## src/bss_pkg.sv

```systemverilog
package bss_pkg;

  localparam int unsigned BYTE_W    = 8;
  localparam int unsigned KIND_W    = 2;
  localparam int unsigned POS_OUT_W = 32;

  // Item kinds; the remaining code is ignored.
  localparam logic [KIND_W-1:0] KIND_CLEAR  = 2'd0;
  localparam logic [KIND_W-1:0] KIND_APPEND = 2'd1;
  localparam logic [KIND_W-1:0] KIND_TEXT   = 2'd2;

  // Per-cycle control broadcast to every cell of the row.
  typedef struct packed {
    logic              text;    // text byte accepted: advance the partial matches
    logic              clear;   // drop all partial matches
    logic              append;  // pattern byte accepted
    logic [BYTE_W-1:0] data;
  } bss_ctl_t;

  // One result transaction.
  typedef struct packed {
    logic                 found;
    logic [POS_OUT_W-1:0] position;
  } bss_res_t;

endpackage

```

## src/bss_if.sv

```systemverilog
interface bss_in_if;
  import bss_pkg::*;

  logic              valid;
  logic              ready;
  logic [KIND_W-1:0] kind;
  logic [BYTE_W-1:0] data_byte;
  logic              last_byte;

  modport source (output valid, output kind, output data_byte, output last_byte, input ready);
  modport sink   (input valid, input kind, input data_byte, input last_byte, output ready);
endinterface

interface bss_out_if;
  import bss_pkg::*;

  logic                 valid;
  logic                 ready;
  logic                 found;
  logic [POS_OUT_W-1:0] position;

  modport source (output valid, output found, output position, input ready);
  modport sink   (input valid, input found, input position, output ready);
endinterface

```

## src/bss_cell.sv

```systemverilog
module bss_cell #(
  parameter int unsigned CELL_IDX = 0,
  parameter int unsigned LEN_W    = 7
) (
  input  logic             clk_i,
  input  logic             rst_ni,
  input  bss_pkg::bss_ctl_t ctl_i,
  input  logic [LEN_W-1:0] len_i,
  input  logic             prev_pm_i,
  output logic             pm_o,
  output logic             hit_o
);
  import bss_pkg::*;

  logic [BYTE_W-1:0] pat_q;
  logic              pm_q, pm_d;
  logic              pm_new;
  logic              is_last;
  logic              wr_en;

  assign wr_en   = ctl_i.append && (len_i == LEN_W'(CELL_IDX));
  assign is_last = (len_i == LEN_W'(CELL_IDX + 1));
  assign pm_new  = prev_pm_i && (pat_q == ctl_i.data);

  always_comb begin
    priority if (ctl_i.clear) begin
      pm_d = 1'b0;
    end else if (ctl_i.text) begin
      pm_d = pm_new;
    end else begin
      pm_d = pm_q;
    end
  end

  always_ff @(posedge clk_i or negedge rst_ni) begin
    if (!rst_ni) begin
      pm_q <= 1'b0;
    end else begin
      pm_q <= pm_d;
    end
  end

  always_ff @(posedge clk_i) begin
    if (wr_en) begin
      pat_q <= ctl_i.data;
    end
  end

  assign pm_o  = pm_q;
  // Full match ends at this byte when this cell holds the final pattern byte.
  assign hit_o = ctl_i.text && is_last && pm_new;

endmodule

```

## src/bss_cell_row.sv

```systemverilog
module bss_cell_row #(
  parameter int unsigned PATTERN_MAX = 64,
  parameter int unsigned LEN_W       = 7
) (
  input  logic              clk_i,
  input  logic              rst_ni,
  input  bss_pkg::bss_ctl_t ctl_i,
  input  logic [LEN_W-1:0]  len_i,
  output logic              hit_o
);
  import bss_pkg::*;

  logic [PATTERN_MAX-1:0] pm;
  logic [PATTERN_MAX-1:0] hit;

  for (genvar g = 0; g < PATTERN_MAX; g++) begin : g_cell
    logic prev_pm;
    if (g == 0) begin : g_head
      assign prev_pm = 1'b1;
    end else begin : g_link
      assign prev_pm = pm[g-1];
    end

    bss_cell #(
      .CELL_IDX (g),
      .LEN_W    (LEN_W)
    ) u_cell (
      .clk_i     (clk_i),
      .rst_ni    (rst_ni),
      .ctl_i     (ctl_i),
      .len_i     (len_i),
      .prev_pm_i (prev_pm),
      .pm_o      (pm[g]),
      .hit_o     (hit[g])
    );
  end

  assign hit_o = |hit;

endmodule

```

## src/bss_out_buf.sv

```systemverilog
module bss_out_buf (
  input  logic               clk_i,
  input  logic               rst_ni,
  input  logic               push_i,
  input  bss_pkg::bss_res_t  data_i,
  output logic               ready_o,
  bss_out_if.source          out_o
);
  import bss_pkg::*;

  logic     out_vld_q, out_vld_d;
  logic     skd_vld_q, skd_vld_d;
  bss_res_t out_q, out_d;
  bss_res_t skd_q, skd_d;
  logic     pop;

  assign pop     = out_vld_q && out_o.ready;
  assign ready_o = !skd_vld_q;

  always_comb begin
    out_vld_d = out_vld_q;
    skd_vld_d = skd_vld_q;
    out_d     = out_q;
    skd_d     = skd_q;
    if (pop) begin
      if (skd_vld_q) begin
        out_d     = skd_q;
        skd_vld_d = 1'b0;
      end else begin
        out_vld_d = push_i;
        out_d     = data_i;
      end
    end else if (push_i) begin
      if (out_vld_q) begin
        skd_vld_d = 1'b1;
        skd_d     = data_i;
      end else begin
        out_vld_d = 1'b1;
        out_d     = data_i;
      end
    end
  end

  always_ff @(posedge clk_i or negedge rst_ni) begin
    if (!rst_ni) begin
      out_vld_q <= 1'b0;
      skd_vld_q <= 1'b0;
    end else begin
      out_vld_q <= out_vld_d;
      skd_vld_q <= skd_vld_d;
    end
  end

  always_ff @(posedge clk_i) begin
    out_q <= out_d;
    skd_q <= skd_d;
  end

  assign out_o.valid    = out_vld_q;
  assign out_o.found    = out_q.found;
  assign out_o.position = out_q.position;

endmodule

```

## src/binary_substring_search.sv

```systemverilog
// Exact byte-pattern search with first-match offset. Send a clear transaction, then one
// append transaction per pattern byte (up to PATTERN_MAX; extra bytes are dropped), then
// stream text bytes; the text byte flagged last_byte yields one result transaction with
// found and the offset of the first complete occurrence (0 when not found, and an empty
// pattern always matches at 0). Clear and append also reset the text in progress. The
// block takes one transaction every clock cycle while ready is high, results included:
// a row of PATTERN_MAX cells, each holding one pattern byte and one partial-match bit,
// advances in parallel on every text byte, and the result of the last byte is registered
// in the output buffer. A two-entry output buffer takes one more result while the output
// stalls; ready drops only while both entries hold results, and rises again the cycle
// after the oldest result is taken. The text offset saturates at 2^POSITION_BITS - 1.
module binary_substring_search #(
  parameter int unsigned PATTERN_MAX   = 64,
  parameter int unsigned POSITION_BITS = 32
) (
  input  logic      clk_i,
  input  logic      rst_ni,
  bss_in_if.sink    in_i,
  bss_out_if.source out_o
);
  import bss_pkg::*;

  localparam int unsigned LEN_W = $clog2(PATTERN_MAX + 1);
  localparam int unsigned CMP_W = (POSITION_BITS > LEN_W) ? POSITION_BITS : LEN_W;
  localparam int unsigned EXT_W = POSITION_BITS + POS_OUT_W;

  logic [LEN_W-1:0]         len_q, len_d;
  logic [POSITION_BITS-1:0] toff_q, toff_d;
  logic                     seen_q, seen_d;
  logic [POSITION_BITS-1:0] moff_q, moff_d;

  logic                     acc;
  logic                     is_text, is_append, is_clear, text_last;
  bss_ctl_t                 ctl;
  logic                     row_hit, hit_now;
  logic                     seen_now;
  logic [CMP_W-1:0]         toff_ext, len_m1, diff;
  logic [POSITION_BITS-1:0] cand_off, off_now;
  logic [EXT_W-1:0]         off_wide;
  bss_res_t                 res;
  logic                     buf_ready;

  // Accept whenever the output buffer has room for a result.
  assign in_i.ready = buf_ready;
  assign acc        = in_i.valid && in_i.ready;

  assign is_text   = acc && (in_i.kind == KIND_TEXT);
  assign is_append = acc && (in_i.kind == KIND_APPEND);
  assign is_clear  = acc && (in_i.kind == KIND_CLEAR);
  assign text_last = is_text && in_i.last_byte;

  // Broadcast to the cell row: a pattern change or the end of a text drops all partial
  // matches, after the final byte has been checked.
  assign ctl.text   = is_text;
  assign ctl.clear  = is_clear || is_append || text_last;
  assign ctl.append = is_append;
  assign ctl.data   = in_i.data_byte;

  bss_cell_row #(
    .PATTERN_MAX (PATTERN_MAX),
    .LEN_W       (LEN_W)
  ) u_row (
    .clk_i  (clk_i),
    .rst_ni (rst_ni),
    .ctl_i  (ctl),
    .len_i  (len_q),
    .hit_o  (row_hit)
  );

  // Pattern length: clear empties it, append grows it until the row is full.
  always_comb begin
    priority if (is_clear) begin
      len_d = '0;
    end else if (is_append && (len_q < LEN_W'(PATTERN_MAX))) begin
      len_d = len_q + 1'b1;
    end else begin
      len_d = len_q;
    end
  end

  // An empty pattern matches at every text byte; otherwise the cell holding the final
  // pattern byte reports a complete match ending at this byte.
  assign hit_now = is_text && ((len_q == '0) || row_hit);

  // Start of the match = current offset - (length - 1), floored at zero once the offset
  // has saturated.
  assign toff_ext = CMP_W'(toff_q);
  assign len_m1   = CMP_W'(len_q) - 1'b1;
  assign diff     = toff_ext - len_m1;

  always_comb begin
    priority if (len_q == '0) begin
      cand_off = '0;
    end else if (toff_ext >= len_m1) begin
      cand_off = POSITION_BITS'(diff);
    end else begin
      cand_off = '0;
    end
  end

  // Keep the first match only.
  assign seen_now = seen_q || hit_now;
  assign off_now  = seen_q ? moff_q : (hit_now ? cand_off : '0);

  always_comb begin
    toff_d = toff_q;
    seen_d = seen_q;
    moff_d = moff_q;
    priority if (ctl.clear) begin
      toff_d = '0;
      seen_d = 1'b0;
      moff_d = '0;
    end else if (is_text) begin
      seen_d = seen_now;
      moff_d = off_now;
      if (toff_q != '1) begin
        toff_d = toff_q + 1'b1;
      end
    end
  end

  always_ff @(posedge clk_i or negedge rst_ni) begin
    if (!rst_ni) begin
      len_q  <= '0;
      toff_q <= '0;
      seen_q <= 1'b0;
      moff_q <= '0;
    end else begin
      len_q  <= len_d;
      toff_q <= toff_d;
      seen_q <= seen_d;
      moff_q <= moff_d;
    end
  end

  // Report the low bits of the offset, zero-extended for narrow counters.
  assign off_wide     = EXT_W'(off_now);
  assign res.found    = seen_now;
  assign res.position = seen_now ? off_wide[POS_OUT_W-1:0] : '0;

  bss_out_buf u_out_buf (
    .clk_i   (clk_i),
    .rst_ni  (rst_ni),
    .push_i  (text_last),
    .data_i  (res),
    .ready_o (buf_ready),
    .out_o   (out_o)
  );

`ifndef SYNTHESIS
  // Input stalls only while both buffer entries hold results.
  a_stall_full : assert property (@(posedge clk_i) disable iff (!rst_ni)
    !in_i.ready |-> out_o.valid)
    else $error("input stalled with empty output register");

  // The last text byte always leaves a result ready in the next cycle.
  a_result_out : assert property (@(posedge clk_i) disable iff (!rst_ni)
    text_last |=> out_o.valid)
    else $error("result transaction missing after last text byte");

  // Pattern length never passes the row size.
  a_len_bound : assert property (@(posedge clk_i) disable iff (!rst_ni)
    len_q <= LEN_W'(PATTERN_MAX))
    else $error("pattern length beyond row size");

  // A recorded match never starts past the current text offset.
  a_off_bound : assert property (@(posedge clk_i) disable iff (!rst_ni)
    seen_q |-> (moff_q <= toff_q))
    else $error("match offset beyond text offset");
`endif

endmodule

```

## src/flat_wrapper.sv

```systemverilog
// flat-port wrapper written by rule: the top's interface ports become plain ports
module binary_substring_search_flat import bss_pkg::*;
#(
  parameter int unsigned PATTERN_MAX   = 64,
  parameter int unsigned POSITION_BITS = 32
)
  (clk_i, rst_ni, in_i_valid, in_i_kind, in_i_data_byte, in_i_last_byte, in_i_ready, out_o_valid, out_o_found, out_o_position, out_o_ready);
  bss_in_if in_i_i ();
  bss_out_if out_o_i ();
  input  logic clk_i;
  input  logic rst_ni;
  input wire logic [$bits(in_i_i.valid)-1:0] in_i_valid;
  input wire logic [$bits(in_i_i.kind)-1:0] in_i_kind;
  input wire logic [$bits(in_i_i.data_byte)-1:0] in_i_data_byte;
  input wire logic [$bits(in_i_i.last_byte)-1:0] in_i_last_byte;
  output wire logic [$bits(in_i_i.ready)-1:0] in_i_ready;
  output wire logic [$bits(out_o_i.valid)-1:0] out_o_valid;
  output wire logic [$bits(out_o_i.found)-1:0] out_o_found;
  output wire logic [$bits(out_o_i.position)-1:0] out_o_position;
  input wire logic [$bits(out_o_i.ready)-1:0] out_o_ready;
  assign in_i_i.valid = in_i_valid;
  assign in_i_i.kind = in_i_kind;
  assign in_i_i.data_byte = in_i_data_byte;
  assign in_i_i.last_byte = in_i_last_byte;
  assign in_i_ready = in_i_i.ready;
  assign out_o_valid = out_o_i.valid;
  assign out_o_found = out_o_i.found;
  assign out_o_position = out_o_i.position;
  assign out_o_i.ready = out_o_ready;
  binary_substring_search #(.PATTERN_MAX(PATTERN_MAX), .POSITION_BITS(POSITION_BITS)) u_core (.clk_i(clk_i), .rst_ni(rst_ni), .in_i(in_i_i), .out_o(out_o_i));
endmodule
```

## config.mk

```make
export PLATFORM = sky130hd
export DESIGN_NAME = binary_substring_search_flat
export DESIGN_NICKNAME = d
export VERILOG_FILES = /design/src/bss_pkg.sv /design/src/bss_if.sv /design/src/bss_cell.sv /design/src/bss_cell_row.sv /design/src/bss_out_buf.sv /design/src/binary_substring_search.sv /design/src/flat_wrapper.sv
export SDC_FILE = /design/constraint.sdc
export NUM_CORES = 1
export LEC_CHECK = 0
export BUFFER_PORTS_ARGS = -buffer_cell sky130_fd_sc_hd__buf_2
export CORE_MARGIN = 2
export CORE_UTILIZATION = 40
export DETAILED_ROUTE_END_ITERATION = 8
export SLEW_MARGIN = 20
export SYNTH_ARGS = -nofsm -noshare
export SYNTH_HDL_FRONTEND = slang
export SYNTH_SLANG_ARGS = --single-unit
```

## constraint.sdc

```tcl
create_clock -name clk_i -period 4.32 [get_ports clk_i]
set_input_delay 0.432 -clock clk_i [delete_from_list [all_inputs] [get_ports clk_i]]
set_output_delay 0.432 -clock clk_i [all_outputs]
set_load 0.02 [all_outputs]
```

==> results.md <==
- The total clock buffers created by CTS is 80.
- The later pin in the worst-skew pair is clocked with a latency of 0.62 ns.
- The post-placement cell count is around 3700.
- Setup total negative slack on the finished layout was measured at 0 ns.
- For the pin with the worst max-slew slack, the measured transition is slightly above 1 ns.
- The via density per instance is approximately 5.4.
- The synthesized area is ~0.033 mm^2.
- Across every metal layer, demand over resource in global routing totals approximately a fifth.
- The area overhead of the layout relative to synthesis is 14.4%.
- The maximum number of pins on one net before global-route repair is between 90 and 100.
- In this run the worst path has a maximum fanout of between 70 and 80.
- The detailed router put a total of 39400 um of wire on met1.
- The die covers approximately 0.085 mm^2.
- Synthesis produced roughly 2600 cells.
- Cells fill 46.2% of the core in the end.
- Timing analysis after detailed placement gives a worst setup slack of 0.242 ns.
- After detailed routing, the average wire length per cell comes to ~22 um.
- The number of remaining DRC errors is 0.
- TritonCTS built the clock tree.
- The number of nets in the layout is roughly 2800.
- Sorting the synthesized cells by area gives the leading types as sky130_fd_sc_hd__edfxtp_1 52%, sky130_fd_sc_hd__xnor2_1 10%, sky130_fd_sc_hd__dfrtp_1 10%.
- From left edge to right edge, the die measures 292 um.
- The final max-slew violation count is 0.
- The mean post-synth cell area is around 13 um^2.
- STA classifies the critical path startpoint as a flip-flop.
- The synthesized design contains approximately 720 register bits.
- Detailed routing inserted a total of around 21000 vias.
- The signal on the critical path passes through inv_1 -> ha_1 -> nand2_1 -> nor4_1 -> a2111oi_0 -> o2111ai_1 -> a2111oi_4 -> nand3_1 -> nand3_2 -> buf_12 -> o21ai_0.
- After floorplanning, the core was sized to cover 0.0821 mm^2.
- The H-tree generated during clock tree synthesis spans 3 levels.
- The first routing iteration left ~1800 violations.
- Of the available clock period, the critical path in the final layout requires a little over nine tenths.
- The detailed route wirelength on metal3 is between 4000 and 5000 um.
- The length of the first detailed-routing pass in iterations is 5.
- The floorplan has approximately 110 rows.
- Based on the critical path, the design can be clocked at up to around 240 MHz.
- The number of buffers on the longest clock path is 3.
- Measured along the y axis, the die boundary spans slightly below 300 um.
- The share of the synthesized area in the top cell type is a little over half.
- The HPWL reported at the end of detailed placement is between 50000 and 60000 um.
- The placed instances occupy a cell area of ~0.035 mm^2.
- The antenna violation net count after detailed routing is 0.
- The total congestion overflow after global routing is 0.
- The placer's final routability congestion estimate is 0.883.
- The run finished with clean final reports.
- The worst register-to-register path has a setup slack of 0.23 ns.
- After synthesis, the netlist uses 71 different library cells.
- Yosys printed 0 warnings.
- The finished cells cover about 0.038 mm^2.
- The worst hold path belongs to the class in2reg.
- In this run, synthesis inferred between 500 and 600 flip-flops with an integrated enable.
- STA classifies the critical path endpoint as a flip-flop.
- Pin placement for this block handled 50 I/O pins.
- The final critical delay including setup and external delays is 4.09 ns.
- The critical path is of the reg2reg type.
- The total power is around 17 mW.
- Data on the critical path arrives at its endpoint at between 4 and 5 ns.
- The via count of the first global-routing pass is roughly 21000.
- The main flop type after synthesis is sky130_fd_sc_hd__edfxtp_1.
- The highest metal layer used by the detailed router is met4.
- The initial antenna violation count is 0.
- The worst-case IR drop observed on VDD is just over 300 uV.
- Excluding fillers, the count of instances in the completed layout stands at 3857.
- Setup slack on the critical path of the routed design comes to between 0.2 and 0.25 ns.
- The detailed-routed wire length on met2 is about 38000 um.
- The total clock sinks is around 700.
- The cell chosen for the clock root is sky130_fd_sc_hd__clkbuf_16.
- The clock transition at the registers of the reported paths is around 0.06 ns.
- Across all hold checks on the routed design, the worst slack comes to 0.0639 ns.
- The power per cell area is between 400 and 500 mW/mm^2.
- The most area-hungry cell type in the Yosys netlist is sky130_fd_sc_hd__edfxtp_1.
- The worst clock skew is around 0.021 ns.
- The critical path's slowest cell is sky130_fd_sc_hd__a2111oi_0.
- Setup repair after global routing left no endpoint under its margin.
- The leakage component of the power is approximately 13 nW.
- The share of layout cells above drive strength 1 is between 10% and 20%.
- In this run the tightest slew margin relative to its limit is between 30% and 40%.
- The endpoint required time on the critical path is 4.67 ns.
- The total count of hold-check failures in the final report is 0.
- The proportion of synthesized flip-flops having asynchronous set or reset is around a fifth.
- When the netlist entered floorplanning its net count stood at about 2600.
- After detailed routing, the total wire length is roughly 84000 um.
- The first global-routing pass estimated 130000 um of wire.
- The number of filler instances in the final layout is a little over 7000.
- For this run, the register share of the synthesized area comes to about 63%.
- Input and output buffers added on the ports amount to between 40 and 50.
- Across the run, the number of max-cap violations was 0.
- The number of buffers inserted by post-CTS setup repair is 0.
- The total setup violations reported at the end of the flow is 0.
- The initial cell density of the core is between 40% and 50%.
- The largest single stage delay on the critical path is about 0.57 ns.
-- Yosys cell counts (14+ instances only) --
| library cell | n |
|---|---|
| sky130_fd_sc_hd__edfxtp_1 | 578 |
| sky130_fd_sc_hd__xnor2_1 | 393 |
| sky130_fd_sc_hd__nand2_1 | 206 |
| sky130_fd_sc_hd__nor2_1 | 186 |
| sky130_fd_sc_hd__xor2_1 | 181 |
| sky130_fd_sc_hd__dfrtp_1 | 137 |
| sky130_fd_sc_hd__nand3_1 | 101 |
| sky130_fd_sc_hd__o21ai_0 | 96 |
| sky130_fd_sc_hd__nand4_1 | 72 |
| sky130_fd_sc_hd__nor3_1 | 64 |
| sky130_fd_sc_hd__a21oi_1 | 55 |
| sky130_fd_sc_hd__nor4_1 | 47 |
| sky130_fd_sc_hd__clkbuf_1 | 46 |
| sky130_fd_sc_hd__ha_1 | 44 |
| sky130_fd_sc_hd__a22o_1 | 34 |
| sky130_fd_sc_hd__o31ai_1 | 31 |
| sky130_fd_sc_hd__buf_4 | 30 |
| sky130_fd_sc_hd__buf_6 | 28 |
| sky130_fd_sc_hd__inv_1 | 23 |
| sky130_fd_sc_hd__and3_1 | 21 |
| sky130_fd_sc_hd__a21o_1 | 14 |
| sky130_fd_sc_hd__a31oi_1 | 14 |
-- power breakdown --
group	internal [mW]	total, mW	switching, mW
logic	0.904	2.76	1.86
clock network	3.78	6.44	2.67
registers	7.50	7.55	0.0439
total	12.2	16.8	4.57
-- state kept, by name, summed over array words and instances, names as in the netlist --
signal and cells:
u_core.u_row.g_cell.u_cell.pm_o 63, u_core.u_out_buf.skd_vld_q 1, u_core.u_out_buf.out_o.found 1, u_core.seen_q 1, u_core.u_out_buf.skd_q 33, u_core.moff_q 32, u_core.u_row.g_cell.u_cell.pat_q 512, u_core.toff_ext 32
u_core.len_q 7, u_core.u_out_buf.out_o.position 32, u_core.u_out_buf.out_o.valid 1
-- layer usage --
metal / up-vias / global-route usage [%]
li1: 9635 / -
met1: 10500 / 29.3
met2: 660 / 30.7
met3: 123 / 2.92
met4: 0 / 4.59
met5: - / 0
-- cells in the final DEF, fill, tap and decap left out, types with 7 or more instances in the layout --
cell type,synthesis,final
sky130_fd_sc_hd__xnor2_1,393,393
sky130_fd_sc_hd__o21ai_0,96,94
sky130_fd_sc_hd__o31ai_1,31,31
sky130_fd_sc_hd__edfxtp_1,578,578
sky130_fd_sc_hd__a31oi_1,14,14
sky130_fd_sc_hd__inv_1,23,23
sky130_fd_sc_hd__nand2b_1,9,8
sky130_fd_sc_hd__dfrtp_1,137,137
sky130_fd_sc_hd__buf_12,0,17
sky130_fd_sc_hd__clkinv_2,0,7
sky130_fd_sc_hd__nor3_1,64,62
sky130_fd_sc_hd__nor3b_1,11,10
sky130_fd_sc_hd__a22o_1,34,34
sky130_fd_sc_hd__buf_4,30,123
sky130_fd_sc_hd__nor4_1,47,47
sky130_fd_sc_hd__nor2b_1,8,8
sky130_fd_sc_hd__and2_1,9,9
sky130_fd_sc_hd__a32oi_1,7,7
sky130_fd_sc_hd__a21o_1,14,12
sky130_fd_sc_hd__or3_1,10,10
sky130_fd_sc_hd__clkbuf_8,0,8
sky130_fd_sc_hd__a21oi_1,55,53
sky130_fd_sc_hd__clkbuf_1,46,36
sky130_fd_sc_hd__ha_1,44,38
sky130_fd_sc_hd__nand3_1,101,101
sky130_fd_sc_hd__nand4_1,72,72
sky130_fd_sc_hd__o41ai_1,11,10
sky130_fd_sc_hd__nor2_1,186,183
sky130_fd_sc_hd__and4_1,7,7
sky130_fd_sc_hd__clkbuf_16,0,84
sky130_fd_sc_hd__buf_2,8,40
sky130_fd_sc_hd__a32o_1,8,8
sky130_fd_sc_hd__buf_6,28,9
sky130_fd_sc_hd__nand2_1,206,206
sky130_fd_sc_hd__xor2_1,181,181
sky130_fd_sc_hd__and3_1,21,21
-- what timing repair did --
action,4_1_cts,5_1_grt
setup endpoints to repair,0,2
resized for setup,0,1
hold endpoints to repair,70,0
hold buffers,1,0
-- area by class of cell --
cell class | instances | area [um^2] | area share [%]
inverters | 23 | 86.3 | 0.228
multi-input cells | 1713 | 11600 | 30.7
clock inverters | 16 | 123 | 0.323
diodes | 1 | 2.50 | 0.00660
repair buffers | 191 | 1600 | 4.23
clock buffers | 128 | 2350 | 6.19
well taps | 1070 | 1340 | 3.53
flip-flops and latches | 715 | 20800 | 54.8
-- worst paths after layout --
kind                                                    startpoint                                  end  cells after the start
worst max-delay path                               u_core.len_q[0]  u_core.u_out_buf.out_o.position[16]                     11
worst min-delay path                                   out_o_ready           u_core.u_out_buf.skd_vld_q                      2
worst max register to register                     u_core.len_q[0]  u_core.u_out_buf.out_o.position[16]                     11
worst min register to register  u_core.u_row.g_cell[6].u_cell.pm_o   u_core.u_row.g_cell[6].u_cell.pm_o                      2
max in group asynchronous                                   rst_ni  u_core.u_row.g_cell[32].u_cell.pm_o                      3
min in group asynchronous                                   rst_ni                    u_core.moff_q[14]                      2
-- cell families (layout without fill, tap and decap cells) --
| family | Yosys count | count (layout) | synth area share [%] |
|---|---|---|---|
| multiplexers | 1 | 1 | 0.0340 |
| XOR/XNOR | 574 | 574 | 15.2 |
| buffers and inverters | 139 | 358 | 2.59 |
| flip-flops | 715 | 715 | 62.7 |
| AO/OA/AOI/OAI | 320 | 320 | 6.57 |
| adder cells (fa/ha/maj) | 45 | 45 | 1.72 |
| AND/OR/NAND/NOR | 773 | 773 | 11.2 |
| other | 0 | 1 | 0 |
-- critical path: cells and delay by family, from the launching register on --
kind                       cells  cell delay, ns
buffers and inverters          2            0.41
and+or+nand+nor                4            1.00
AOI/OAI and AO/OA              4            1.51
adders and majority gates      1            0.40
DFF                            1            0.45
No activity file was read; power rests on OpenSTA's default activity.
